===== src/rtl/core/ps2mc_pkg.sv =====
// Shared types and constants for the PS/2 mouse packet cursor block.
// No dependencies; imported by ps2mc_in_reg, ps2mc_core and the top level.
package ps2mc_pkg;

  localparam int DISPLAY_WIDTH_DEF  = 1024;
  localparam int DISPLAY_HEIGHT_DEF = 768;

  localparam int OUT_POS_W = 10;
  localparam int BTN_W     = 3;

  localparam logic KIND_BYTE  = 1'b0;
  localparam logic KIND_CLEAR = 1'b1;

  localparam logic [7:0] SYNC_MASK     = 8'h08;
  localparam logic [7:0] OVERFLOW_MASK = 8'hC0;
  localparam logic [7:0] BUTTON_MASK   = 8'h07;
  localparam int         X_SIGN_BIT    = 4;
  localparam int         Y_SIGN_BIT    = 5;

  typedef struct packed {
    logic       kind;
    logic       aux_flag;
    logic [7:0] data_byte;
  } item_t;

  typedef struct packed {
    logic [OUT_POS_W-1:0] cursor_x;
    logic [OUT_POS_W-1:0] cursor_y;
    logic [BTN_W-1:0]     button_bits;
    logic                 updated;
    logic                 packet_done;
  } result_t;

endpackage


===== src/rtl/core/ps2mc_in_reg.sv =====
// Input register stage: holds one accepted item for the decode stage.
// Depends on ps2mc_pkg for the item type.
module ps2mc_in_reg
  import ps2mc_pkg::*;
(
  input  logic  clk,
  input  logic  rst_n,
  input  logic  in_valid,
  output logic  in_ready,
  input  item_t in_item,
  input  logic  take,
  output logic  item_valid,
  output item_t item
);

  logic  valid_r, valid_nxt;
  item_t item_r;

  assign in_ready = !valid_r || take;

  always_comb begin
    valid_nxt = valid_r;
    if (in_ready) begin
      valid_nxt = in_valid;
    end
  end

  always_ff @(posedge clk) begin
    if (!rst_n) begin
      valid_r <= 1'b0;
    end else begin
      valid_r <= valid_nxt;
    end
    if (in_ready && in_valid) begin
      item_r <= in_item;
    end
  end

  assign item_valid = valid_r;
  assign item       = item_r;

endmodule


===== src/rtl/core/ps2mc_core.sv =====
// Packet assembly, cursor update and clamping; holds the decoder state.
// Depends on ps2mc_pkg for item and result types and byte masks.
module ps2mc_core
  import ps2mc_pkg::*;
#(
  parameter int DISPLAY_WIDTH  = DISPLAY_WIDTH_DEF,
  parameter int DISPLAY_HEIGHT = DISPLAY_HEIGHT_DEF
)
(
  input  logic    clk,
  input  logic    rst_n,
  input  logic    fire,
  input  item_t   item,
  output result_t result
);

  localparam int XW  = $clog2(DISPLAY_WIDTH);
  localparam int YW  = $clog2(DISPLAY_HEIGHT);
  localparam int AXW = ((XW > 9) ? XW : 9) + 2;
  localparam int AYW = ((YW > 9) ? YW : 9) + 2;
  localparam logic signed [AXW-1:0] X_LIM = AXW'(DISPLAY_WIDTH - 8);
  localparam logic signed [AYW-1:0] Y_LIM = AYW'(DISPLAY_HEIGHT - 12);

  typedef enum logic [1:0] {IDX_FIRST, IDX_SECOND, IDX_THIRD} idx_t;

  idx_t             idx_r, idx_nxt;
  logic [7:0]       hold0_r, hold0_nxt;
  logic [7:0]       hold1_r, hold1_nxt;
  logic [XW-1:0]    pos_x_r, pos_x_nxt;
  logic [YW-1:0]    pos_y_r, pos_y_nxt;
  logic [BTN_W-1:0] btn_r, btn_nxt;
  logic             mark_r, mark_nxt;
  logic             done;

  logic signed [8:0]     dx, dy;
  logic signed [AXW-1:0] sum_x;
  logic signed [AYW-1:0] sum_y;
  logic [XW-1:0]         clamp_x;
  logic [YW-1:0]         clamp_y;
  logic [31:0]           ext_x, ext_y;

  assign dx    = $signed({hold0_r[X_SIGN_BIT], hold1_r});
  assign dy    = $signed({hold0_r[Y_SIGN_BIT], item.data_byte});
  assign sum_x = AXW'($signed({1'b0, pos_x_r})) + AXW'(dx);
  assign sum_y = AYW'($signed({1'b0, pos_y_r})) - AYW'(dy);

  always_comb begin
    if (sum_x < 0) begin
      clamp_x = '0;
    end else if (sum_x > X_LIM) begin
      clamp_x = X_LIM[XW-1:0];
    end else begin
      clamp_x = sum_x[XW-1:0];
    end
    if (sum_y < 0) begin
      clamp_y = '0;
    end else if (sum_y > Y_LIM) begin
      clamp_y = Y_LIM[YW-1:0];
    end else begin
      clamp_y = sum_y[YW-1:0];
    end
  end

  always_comb begin
    idx_nxt   = idx_r;
    hold0_nxt = hold0_r;
    hold1_nxt = hold1_r;
    pos_x_nxt = pos_x_r;
    pos_y_nxt = pos_y_r;
    btn_nxt   = btn_r;
    mark_nxt  = mark_r;
    done      = 1'b0;
    if (item.kind == KIND_CLEAR) begin
      mark_nxt = 1'b0;
    end else if (item.aux_flag) begin
      case (idx_r)
        IDX_FIRST: begin
          if ((item.data_byte & SYNC_MASK) != '0) begin
            hold0_nxt = item.data_byte;
            idx_nxt   = IDX_SECOND;
          end
        end
        IDX_SECOND: begin
          hold1_nxt = item.data_byte;
          idx_nxt   = IDX_THIRD;
        end
        IDX_THIRD: begin
          idx_nxt = IDX_FIRST;
          if ((hold0_r & OVERFLOW_MASK) == '0) begin
            btn_nxt   = BTN_W'(hold0_r & BUTTON_MASK);
            pos_x_nxt = clamp_x;
            pos_y_nxt = clamp_y;
            mark_nxt  = 1'b1;
            done      = 1'b1;
          end
        end
        default: begin
          idx_nxt = IDX_FIRST;
        end
      endcase
    end
  end

  always_ff @(posedge clk) begin
    if (!rst_n) begin
      idx_r   <= IDX_FIRST;
      pos_x_r <= XW'(DISPLAY_WIDTH / 2);
      pos_y_r <= YW'(DISPLAY_HEIGHT / 2);
      btn_r   <= '0;
      mark_r  <= 1'b0;
    end else if (fire) begin
      idx_r   <= idx_nxt;
      pos_x_r <= pos_x_nxt;
      pos_y_r <= pos_y_nxt;
      btn_r   <= btn_nxt;
      mark_r  <= mark_nxt;
    end
    if (fire) begin
      hold0_r <= hold0_nxt;
      hold1_r <= hold1_nxt;
    end
  end

  assign ext_x = 32'(pos_x_nxt);
  assign ext_y = 32'(pos_y_nxt);

  assign result.cursor_x    = ext_x[OUT_POS_W-1:0];
  assign result.cursor_y    = ext_y[OUT_POS_W-1:0];
  assign result.button_bits = btn_nxt;
  assign result.updated     = mark_nxt;
  assign result.packet_done = done;

endmodule


===== src/rtl/core/ps2_mouse_packet_cursor_top.sv =====
// PS/2 mouse packet decoder with clamped cursor: top level and result register.
// Depends on ps2mc_pkg, ps2mc_in_reg and ps2mc_core.
// Each item passes the input register, then the result register; while out_ready
// stalls a valid result, the item waits in the input register. Throughput: one
// item per cycle when not stalled, bounded by the single decode stage between
// those registers. Synchronous active-low reset returns the cursor to mid-screen,
// clears buttons, updated mark, packet position and valids.
module ps2_mouse_packet_cursor_top
  import ps2mc_pkg::*;
#(
  parameter int DISPLAY_WIDTH  = DISPLAY_WIDTH_DEF,
  parameter int DISPLAY_HEIGHT = DISPLAY_HEIGHT_DEF
)
(
  input  logic                 clk,
  input  logic                 rst_n,
  input  logic                 in_valid,
  output logic                 in_ready,
  input  logic                 in_kind,
  input  logic                 in_aux_flag,
  input  logic [7:0]           in_data_byte,
  output logic                 out_valid,
  input  logic                 out_ready,
  output logic [OUT_POS_W-1:0] out_cursor_x,
  output logic [OUT_POS_W-1:0] out_cursor_y,
  output logic [BTN_W-1:0]     out_button_bits,
  output logic                 out_updated,
  output logic                 out_packet_done
);

  item_t   in_item, item;
  logic    item_valid;
  logic    out_load, fire;
  logic    out_valid_r, out_valid_nxt;
  result_t result, result_r;

  assign in_item.kind      = in_kind;
  assign in_item.aux_flag  = in_aux_flag;
  assign in_item.data_byte = in_data_byte;

  assign out_load = !out_valid_r || out_ready;
  assign fire     = item_valid && out_load;

  ps2mc_in_reg u_in_reg (
    .clk        (clk),
    .rst_n      (rst_n),
    .in_valid   (in_valid),
    .in_ready   (in_ready),
    .in_item    (in_item),
    .take       (fire),
    .item_valid (item_valid),
    .item       (item)
  );

  ps2mc_core #(
    .DISPLAY_WIDTH  (DISPLAY_WIDTH),
    .DISPLAY_HEIGHT (DISPLAY_HEIGHT)
  ) u_core (
    .clk    (clk),
    .rst_n  (rst_n),
    .fire   (fire),
    .item   (item),
    .result (result)
  );

  always_comb begin
    out_valid_nxt = out_valid_r;
    if (out_load) begin
      out_valid_nxt = item_valid;
    end
  end

  always_ff @(posedge clk) begin
    if (!rst_n) begin
      out_valid_r <= 1'b0;
    end else begin
      out_valid_r <= out_valid_nxt;
    end
    if (fire) begin
      result_r <= result;
    end
  end

  assign out_valid       = out_valid_r;
  assign out_cursor_x    = result_r.cursor_x;
  assign out_cursor_y    = result_r.cursor_y;
  assign out_button_bits = result_r.button_bits;
  assign out_updated     = result_r.updated;
  assign out_packet_done = result_r.packet_done;

endmodule


===== config.mk =====
export PLATFORM = sky130hd
export DESIGN_NAME = ps2_mouse_packet_cursor_top
export DESIGN_NICKNAME = d
export VERILOG_FILES = /design/src/rtl/core/ps2mc_pkg.sv /design/src/rtl/core/ps2mc_in_reg.sv /design/src/rtl/core/ps2mc_core.sv /design/src/rtl/core/ps2_mouse_packet_cursor_top.sv
export SDC_FILE = /design/constraint.sdc
export NUM_CORES = 1
export LEC_CHECK = 0
export ABC_AREA = 1
export BUFFER_PORTS_ARGS = -buffer_cell sky130_fd_sc_hd__buf_2
export CAP_MARGIN = 5
export CELL_PAD_IN_SITES_DETAIL_PLACEMENT = 1
export CELL_PAD_IN_SITES_GLOBAL_PLACEMENT = 1
export CORE_ASPECT_RATIO = 0.8
export CORE_MARGIN = 1
export CORE_UTILIZATION = 30
export CTS_BUF_LIST = sky130_fd_sc_hd__clkbuf_4
export CTS_CLUSTER_DIAMETER = 100
export DETAILED_ROUTE_END_ITERATION = 8
export GPL_TIMING_DRIVEN = 0
export HOLD_SLACK_MARGIN = 0.1
export PLACE_DENSITY_LB_ADDON = 0.25
export SETUP_SLACK_MARGIN = 0.15
export SLEW_MARGIN = 5
export SYNTH_ARGS = -nofsm -noshare
export SYNTH_HDL_FRONTEND = slang
export SYNTH_SLANG_ARGS = --single-unit

===== constraint.sdc =====
create_clock -name clk -period 1.9 [get_ports clk]
set_input_delay 0.38 -clock clk [delete_from_list [all_inputs] [get_ports clk]]
set_output_delay 0.38 -clock clk [all_outputs]
set_load 0.1 [all_outputs]

==> results of run 1 <==
-- state kept, by name (all words and copies together) (netlist names) --
register	count
out_button_bits	3
out_cursor_x	10
out_cursor_y	10
out_packet_done	1
out_updated	1
out_valid	1
u_core.btn_r	3
u_core.hold0_r	7
u_core.hold1_r	8
u_core.idx_r	2
u_core.mark_r	1
u_core.pos_x_r	10
u_core.pos_y_r	10
u_in_reg.item	10
u_in_reg.item_valid	1
-- power by group through the flow --
stage                     logic [W]  clock network [W]  registers (W)
final                       0.00114            0.00101        0.00196
after CTS                   0.00106            0.00104        0.00196
after global placement     0.000858                  0        0.00198
after floorplan            0.000492                  0        0.00218
after global routing        0.00124            0.00112        0.00197
after detailed placement   0.000880                  0        0.00199
-- per-layer routing --
metal  share of wire, %  vias up
li1                   -     1944
met1                 48     1878
met2                 47       65
met3                3.9       10
met4               0.69        0
met5                  0        -
-- per-stage QoR --
| step | setup TNS (ns) | util, % |
|---|---|---|
| 3_5_place_dp | -31.40 | 34.49 |
| 6_report | -15.30 | 41.53 |
| 3_3_place_gp | -26.96 | 34.49 |
| 5_1_grt | -19.85 | 41.53 |
| 4_1_cts | -14.64 | 39.57 |
| 2_1_floorplan | -2.962 | - |
-- worst min-delay path by stage --
stage,start,end
floorplan,u_in_reg.item[3],u_core.hold1_r[3]
global placement,u_in_reg.item[3],u_core.hold1_r[3]
detailed placement,u_in_reg.item[3],u_core.hold1_r[3]
CTS,in_valid,u_in_reg.item_valid
global route,in_valid,u_in_reg.item_valid
finish,in_valid,u_in_reg.item_valid
-- area by class of cell --
cell class              instances  share of cell area, %
repair buffers                 82                  9.690
well taps                     184                  3.851
inverters                      98                  6.363
multi-input cells             364                  42.65
plain buffers                   8                 0.7116
clock buffers                   9                  1.130
clock inverters                 7                  1.005
flip-flops and latches         78                  34.60
-- kinds of logic after synthesis --
logic type / after synthesis
simple gates: 288
buf+inv: 106
flops: 78
compound gates: 46
fa+ha+maj: 24
xor+xnor: 4
-- worst register-to-register path: stages, from the launching register on --
cell,delay [ns]
edfxtp_1,0.44
ha_2,0.20
inv_2,0.04
fa_2,0.52
inv_2,0.04
nand2_2,0.07
nand2_2,0.07
nand3_2,0.07
nand2_2,0.07
nor2_4,0.12
nand3_2,0.10
nand2_4,0.12
nand2_4,0.09
nand4_1,0.13
nand2_2,0.09
-- synthesized netlist by cell type (2+ instances only) --
cell type    n
ha_1        22
a21oi_4      2
nor3_2       2
buf_2        5
a21oi_1     21
nand3b_1     5
a21oi_2      4
nor2_4       2
o21ai_1      4
nand2_1    158
nand2_2     11
edfxtp_1    50
dfxtp_1     28
inv_1       91
inv_2        5
nand3_2      3
clkbuf_1     2
nand3_1     44
o21ai_0      9
nand2_4      3
nand4_1     10
fa_1         2
xor2_1       2
nor2_2       2
nor2_1      45
-- repair_timing --
action                                 in CTS  in global routing
resized for setup                          77                 38
gates cloned                                2                  0
endpoints found under the hold margin      10                  0
hold buffers                               10                  0
setup buffers                              17                 15
pin swaps                                  38                 40
setup endpoints to repair                  81                 58
==> results.toml, run 1 <==
[status]
status = "finished, violations left"
violations = "design-rule violations, negative setup slack"

[critical_path]
r2r_start = "u_in_reg.item[0]"
worst-path-stages = 14
cpLargestDelayFamily = "simple AND/OR/NAND/NOR gates"
critPathKind = "flip-flop to flip-flop"
crit_required_ns = 2.11
critical_path_buf_inv_count = 2
reg2reg_slack_ns = -0.51
critPathSlowestCell = "fa_2"
setup.worst_path.start = "u_in_reg.item[0]"
endpoint = "out_cursor_y[1]"
r2r_end = "out_cursor_y[1]"
arrival_ns = 2.62
critPathLaunchType = "flip-flop"
worstSetupEndpointType = "flip-flop"
reg2reg_depth = 14
cp_max_fo = 5
crit_chain = "ha_2 > inv_2 > fa_2 > inv_2 > nand2_2 > nand2_2 > nand3_2 > nand2_2 > nor2_4 > nand3_2 > nand2_4 > nand2_4 > nand4_1 > nand2_2"
crit_path_max_incr_delay_ns = 0.52
crit_top_cell = "nand2_2"

[final_layout]
drive_gt1_share_pct = 37.93
seq_area_mm2 = 0.002068
fillers = 1695
fin_cells = 830
layout_common_cells = "nand2_1 (123), inv_1 (77), edfxtp_1 (50), buf_2 (43), nand2_2 (42)"
design_area_mm2 = 0.005978
area_growth_syn_to_layout_pct = 34.36
layout_commonest_cell = "nand2_1"
diodes = 0
multiInputGateArea_mm2 = 0.002550
nets = 679

[power]
cellPowerDensity_mw_per_mm2 = 686.6
clkPwrFrac_pct = 24.5
pwr-share-seq_pct = 47.7
vdd_ir_drop_max_mv = 0.4852
power.leakage_nw = 2.723
switching_share_pct = 37.55
p_total_w = 0.004105
p_comb_share_pct = 27.8
cell_internal_pwr_w = 0.002563
p_switching_w = 0.001541

[synthesis]
synth_xor_area_share_pct = 1.378
synth-adder-area-share_pct = 7.087
synth_top_family_by_area = "simple AND/OR/NAND/NOR gates"
syn_nets = 584
synth_top_area_share_pct = 33.75
ys_types = 39
ys_seq_area_share_pct = 46.34
synth_cells = 546
synth.area.top_cells = "edfxtp_1 (34%), nand2_1 (13%), dfxtp_1 (13%), inv_1 (7.7%), ha_1 (6.2%)"
synth_area_per_cell_um2 = 8.149
synth_compound_area_share_pct = 6.580
yosys_register_bits = 78
synth_edf_count = 50
synthSimpleGateAreaFrac_pct = 29.50
yosys_warnings = 0
synthMuxAreaShare_pct = 0
synth_ff_type = "edfxtp_1"
yosysTopAreaCell = "edfxtp_1"
async_flop_share_pct = 0
synthesis.area_mm2 = 0.004449

[placed_design]
pre_cts_slack_ns = -0.5945
portBuffers = 40
post-place-cells = 770
dp_hpwl_mm = 9.162
gp_congestion = 0.8024
placed_cell_area_mm2 = 0.004965

[grt]
grt.met2_usage_pct = 28.91
grt_first_pass_wirelength_mm = 20.60
grt_max_degree = 35
grtUsageTotal_pct = 17.65
grt_overflow = 0
use_met3_pct = 3.240
gr-max-usage-layer = "met2"
grt_util_met1_pct = 24.31
grt_pass1_vias = 3904
antenna_found_initial = 0

[sta]
timing.slew.headroom_pct = 50.24
timing.final.ws_setup_ns = -0.5078
slew_viol_final = 0
hold_viol = 0
tightest_slew_ns = 0.7464
hold_ws_ns = 0.1746
rsz0062_at_grt = "true"
skew_ns = 0.02055
finalSetupViolCount = 40
finalCritPeriodShare_pct = 126.7
max_freq_ghz = 0.4153
fin_crit_ns = 2.408

[clocking]
numCtsBuffers = 9
insertion_delay_ns = 0.46
clk_pin_slew_worst_paths_ns = 0.15
htreeDepth = 3
clockRootBuffer = "clkbuf_4"
cts_tree = "yes"
clockBufferDepth = 2
cts.sinks = 78

[floorplan]
coreArea_mm2 = 0.01440
floorplan.die.height_um = 110.9
rows = 39
io_pins = 41
initial_core_util_pct = 30.91
dieArea_mm2 = 0.01532
dieWidth_um = 138.2

[run]
cap_violations = 0

[route]
vias = 3897
ant_nets = 0
via_per_inst = 4.695
drc = 4
wl_mm = 13.42
wl_per_cell_um = 16.17
drtIter0Drc = 171
drtPass1Iterations = 6

[min_path]
min_path_cells = 3
hp-class = "primary input to flip-flop"
Power figures use the tool's default switching activity.
==> inputs of run 2 (changes only) <==
- RECOVER_POWER: default -> 50
==> run 2 against run 1 <==
Compared with the run above:
- flip-flop and latch count stayed put
- largest power group unchanged
- fmax barely moved
- critical path type unchanged
- utilization decreased by 0.24 points
- cell count is the same
- global-route usage unchanged
- design area shrank 0.59%
- worst setup slack better by 0.00099 ns
- the run still ends with design-rule violations, negative setup slack left
- first-iteration DRC count up 4.1%
==> results.toml, run 2 (synthesized netlist as in run 1, its figures left out) <==
[status]
status = "finished, violations left"
violations = "design-rule violations, negative setup slack"

[critical_path]
reg2reg_slack_ns = -0.51
crit_chain = "ha_2 > inv_2 > fa_2 > inv_2 > nand2_2 > nand2_2 > nand3_2 > nand2_2 > nor2_4 > nand3_2 > nand2_4 > nand2_4 > nand4_1 > nand2_2"
critPathSlowestCell = "fa_2"
reg2reg_depth = 14
arrival_ns = 2.62
critPathKind = "flip-flop to flip-flop"
crit_required_ns = 2.11
r2r_start = "u_in_reg.item[0]"
cp_max_fo = 5
critPathLaunchType = "flip-flop"
r2r_end = "out_cursor_y[1]"
worstSetupEndpointType = "flip-flop"
crit_top_cell = "nand2_2"
crit_path_max_incr_delay_ns = 0.52

[power]
power.leakage_nw = 2.708
switching_share_pct = 37.49
p_comb_share_pct = 27.7
cell_internal_pwr_w = 0.002560
vdd_ir_drop_max_mv = 0.4850
pwr-share-seq_pct = 47.7
p_switching_w = 0.001535
p_total_w = 0.004095
cellPowerDensity_mw_per_mm2 = 689.0
clkPwrFrac_pct = 24.5

[final_layout]
layout_commonest_cell = "nand2_1"
fillers = 1698
area_growth_syn_to_layout_pct = 33.58
nets = 679
layout_common_cells = "nand2_1 (124), inv_1 (78), edfxtp_1 (50), nand2_2 (41), buf_2 (41)"
multiInputGateArea_mm2 = 0.002530
seq_area_mm2 = 0.002068
fin_cells = 830
drive_gt1_share_pct = 36.53
diodes = 0
fin_util_pct = 41.29

[sta]
skew_ns = 0.01912
finalCritPeriodShare_pct = 126.7
timing.final.ws_setup_ns = -0.5068
timing.slew.headroom_pct = 49.92
hold_viol = 0
rsz0062_at_grt = "true"
fin_crit_ns = 2.407
max_freq_ghz = 0.4155
fin_setup_tns_ns = -15.52
hold_ws_ns = 0.1816
tightest_slew_ns = 0.7511
slew_viol_final = 0
finalSetupViolCount = 40

[route]
vias = 3887
via_per_inst = 4.683
wl_per_cell_um = 16.16
drtIter0Drc = 178
wl_mm = 13.41
drc = 4
drtPass1Iterations = 6
ant_nets = 0

[clocking]
cts_tree = "yes"
htreeDepth = 3
insertion_delay_ns = 0.46
numCtsBuffers = 9
cts.sinks = 78
clockBufferDepth = 2
clockRootBuffer = "clkbuf_4"
clk_pin_slew_worst_paths_ns = 0.15

[floorplan]
initial_core_util_pct = 30.91
dieArea_mm2 = 0.01532
coreArea_mm2 = 0.01440
io_pins = 41
floorplan.die.height_um = 110.9
dieWidth_um = 138.2
rows = 39

[placed_design]
post-place-cells = 770
portBuffers = 40
dp_hpwl_mm = 9.162
gp_congestion = 0.8024

[grt]
grt_max_degree = 35
grt_overflow = 0
antenna_found_initial = 0
grt_pass1_vias = 3904
grt_first_pass_wirelength_mm = 20.60
grtUsageTotal_pct = 17.65

[min_path]
hp-class = "primary input to flip-flop"
min_path_cells = 3
worstHoldStart = "in_valid"
whs_endpoint = "u_in_reg.item_valid"

[run]
cap_violations = 0
-- run 2: area by class of cell --
class                           instances  area share [%]
Buffer                                  8          0.6947
Inverter                               98           6.379
Multi-Input combinational cell        364           42.57
Timing Repair Buffer                   82           9.537
Clock inverter                          7           1.011
Sequential cell                        78           34.80
Tap cell                              184           3.874
Clock buffer                            9           1.137
-- run 2: worst max-delay path by stage --
| stage | slack [ns] | end | from | depth (start not counted) |
|---|---|---|---|---|
| 4_1_cts | -0.46 | out_cursor_y[1] | u_in_reg.item[0] | 14 |
| 5_1_grt | -0.58 | out_cursor_y[1] | u_in_reg.item[0] | 14 |
| 2_1_floorplan | -0.11 | out_cursor_y[1] | u_in_reg.item[0] | 14 |
| 6_report | -0.51 | out_cursor_y[1] | u_in_reg.item[0] | 14 |
| 3_5_place_dp | -0.59 | out_cursor_y[1] | u_in_reg.item[0] | 14 |
| 3_3_place_gp | -0.61 | out_cursor_y[1] | u_in_reg.item[0] | 14 |
-- run 2: critical path, delay by kind of cell (launching register included) --
kind                       cells  cell delay (ns)
buffers and inverters          2             0.08
adders and majority gates      2             0.72
DFF                            1             0.44
and+or+nand+nor               10             0.93
-- run 2: power by group through the flow --
| stage | logic [W] | registers (W) | clock network (W) |
|---|---|---|---|
| after floorplan | 0.000492 | 0.00218 | 0 |
| after global placement | 0.000858 | 0.00198 | 0 |
| after detailed placement | 0.000880 | 0.00199 | 0 |
| after CTS | 0.00106 | 0.00196 | 0.00104 |
| after global routing | 0.00123 | 0.00197 | 0.00112 |
| final | 0.00114 | 0.00195 | 0.00100 |
-- run 2: layer usage --
metal	GRT usage, %	routed length (um)
met5	0	0
met4	3.596	97
met3	3.240	548
met2	28.91	6333
met1	24.31	6433
-- run 2: through the flow --
| stage | area [um2] | worst slack (ns) |
|---|---|---|
| 3_5_place_dp | 4965 | -0.5945 |
| 2_1_floorplan | 4534 | -0.1064 |
| 3_3_place_gp | 4965 | -0.6076 |
| 4_1_cts | 5697 | -0.4627 |
| 6_report | 5943 | -0.5068 |
| 5_1_grt | 5943 | -0.5802 |
-- run 2: what timing repair did --
item	CTS	global route
gates cloned	2	0
hold endpoints to repair	10	0
endpoints found under the setup margin	81	58
setup buffers	17	15
resized for setup	77	38
pin swaps	38	40
hold buffers	10	0
==> inputs of run 3 (changes only) <==
- CORE_ASPECT_RATIO: 0.8 -> 0.7
==> run 3 against run 2 <==
Compared with the run above:
- critical endpoint is now out_cursor_y[4]
- design area shrank 0.36%
- sequential power barely moved
- first-iteration DRC count decreased by 12%
- the flow finishes with violations (negative setup slack)
- highest routed layer unchanged
==> results.toml, run 3 (synthesized netlist as in run 1, its figures left out) <==
[floorplan]
floorplan.die.height_um = 103.9
coreArea_mm2 = 0.01419
dieArea_mm2 = 0.01533
dieWidth_um = 147.6
initial_core_util_pct = 31.36
io_pins = 41
rows = 36

[route]
vias = 3952
wl_per_cell_um = 16.32
drtPass1Iterations = 4
ant_nets = 0
drtIter0Drc = 157
drc = 0
wl_mm = 13.58
via_per_inst = 4.750

[grt]
antenna_found_initial = 0
grtUsageTotal_pct = 18.16
grt_pass1_vias = 4049
grt_max_degree = 35
grt_first_pass_wirelength_mm = 21.20
grt_overflow = 0

[clocking]
clockBufferDepth = 2
htreeDepth = 3
clockRootBuffer = "clkbuf_4"
cts_tree = "yes"
insertion_delay_ns = 0.45
clk_pin_slew_worst_paths_ns = 0.16
cts.sinks = 78
numCtsBuffers = 9

[sta]
finalSetupViolCount = 40
fin_setup_tns_ns = -17.52
hold_viol = 0
tightest_slew_ns = 0.7584
skew_ns = 0.02608
max_freq_ghz = 0.4073
finalCritPeriodShare_pct = 129.2
slew_viol_final = 0
timing.final.ws_setup_ns = -0.5552
rsz0062_at_grt = "true"
hold_ws_ns = 0.1827
fin_crit_ns = 2.455
timing.slew.headroom_pct = 49.44

[min_path]
worstHoldStart = "in_valid"
whs_endpoint = "u_in_reg.item_valid"
hp-class = "primary input to flip-flop"
min_path_cells = 3

[power]
p_switching_w = 0.001553
p_comb_share_pct = 27.6
power.leakage_nw = 2.702
switching_share_pct = 37.62
clkPwrFrac_pct = 25.1
vdd_ir_drop_max_mv = 0.4052
pwr-share-seq_pct = 47.3
cell_internal_pwr_w = 0.002576
cellPowerDensity_mw_per_mm2 = 697.2

[critical_path]
crit_path_max_incr_delay_ns = 0.48
critical_path_buf_inv_count = 3
crit_required_ns = 2.12
worstSetupEndpointType = "flip-flop"
critPathSlowestCell = "edfxtp_1"
reg2reg_slack_ns = -0.56
critPathLaunchType = "flip-flop"
r2r_start = "u_in_reg.item[0]"
r2r_end = "out_cursor_y[4]"
reg2reg_depth = 16
arrival_ns = 2.67
critPathKind = "flip-flop to flip-flop"
cp_max_fo = 4
crit_chain = "ha_2 > inv_2 > fa_2 > inv_2 > nand2_2 > nand2_1 > nand3_1 > nand2_1 > nor2_1 > nand3_1 > nand2_2 > buf_12 > nand2_8 > nand3_2 > nand2_2 > nand2_1"
cpLargestDelayFamily = "simple AND/OR/NAND/NOR gates"

[final_layout]
layout_commonest_cell = "nand2_1"
area_growth_syn_to_layout_pct = 33.10
diodes = 0
fillers = 1697
design_area_mm2 = 0.005922
drive_gt1_share_pct = 34.58
layout_common_cells = "nand2_1 (124), inv_1 (79), edfxtp_1 (50), nor2_1 (41), nand2_2 (38)"
nets = 675
fin_cells = 832
fin_util_pct = 41.74

[run]
cap_violations = 0

[placed_design]
gp_congestion = 0.8376
dp_hpwl_mm = 9.492
portBuffers = 40
post-place-cells = 776
placed_cell_area_mm2 = 0.004972

[status]
violations = "negative setup slack"
status = "finished, violations left"
[run 3: cell types whose count changed in the layout (fill, tap and decap cells not counted), sizes merged]
cell      delta
clkbuf      +15
clkinv       -2
clkinvlp     +1
buf         -19
inv          +1
[run 3: metrics by stage]
step           total power [W]  setup WS, ns
4_1_cts               0.004068       -0.5153
5_1_grt               0.004338       -0.6935
2_1_floorplan         0.002667       -0.1064
3_5_place_dp          0.002876       -0.5976
6_report              0.004129       -0.5552
3_3_place_gp          0.002844       -0.6072
[run 3: what timing repair did]
action / CTS / global route
hold buffers: 10 / 0
setup endpoints to repair: 81 / 80
hold endpoints to repair: 10 / 0
gates resized for setup: 56 / 53
pin swaps: 28 / 29
buffers inserted: 18 / 10
cloned: 2 / 0
[run 3: area by class of cell]
| cell class | count | area (um2) | share of cell area [%] |
|---|---|---|---|
| multi-input combinational | 364 | 2502 | 42.26 |
| sequential | 78 | 2066 | 34.88 |
| timing repair buffer | 78 | 555.5 | 9.381 |
| inverter | 98 | 382.9 | 6.465 |
| tap | 190 | 237.7 | 4.014 |
| clock buffer | 9 | 67.56 | 1.141 |
| clock inverter | 7 | 66.31 | 1.120 |
| buffer | 8 | 43.79 | 0.7395 |
[run 3: per-layer routing]
layer	track usage [%]	part of all wire [%]	vias to the layer above
li1	-	-	1933
met1	26.02	49	1920
met2	27.93	46	83
met3	3.904	4.7	16
met4	3.829	1.1	0
met5	0	0	-
[run 3: power groups by stage]
stage               registers (W)  clock network, W  logic, W
floorplan                 0.00218                 0  0.000492
global placement          0.00198                 0  0.000859
detailed placement        0.00199                 0  0.000887
CTS                       0.00195           0.00107   0.00104
global route              0.00196           0.00114   0.00124
finish                    0.00195           0.00104   0.00114
[run 3: worst max path at each step]
stage          depth (start not counted)        startpoint                 to
6_report                              16  u_in_reg.item[0]    out_cursor_y[4]
2_1_floorplan                         14  u_in_reg.item[0]    out_cursor_y[1]
3_3_place_gp                          14  u_in_reg.item[0]    out_cursor_y[1]
4_1_cts                               14  u_in_reg.item[0]    out_cursor_y[1]
5_1_grt                               18  u_in_reg.item[0]  u_core.pos_y_r[5]
3_5_place_dp                          14  u_in_reg.item[0]    out_cursor_y[1]
[run 3: worst min-delay path, stage by stage]
cell	delay (ns)
buf_2	0.10
nand2_1	0.07
a21oi_1	0.06
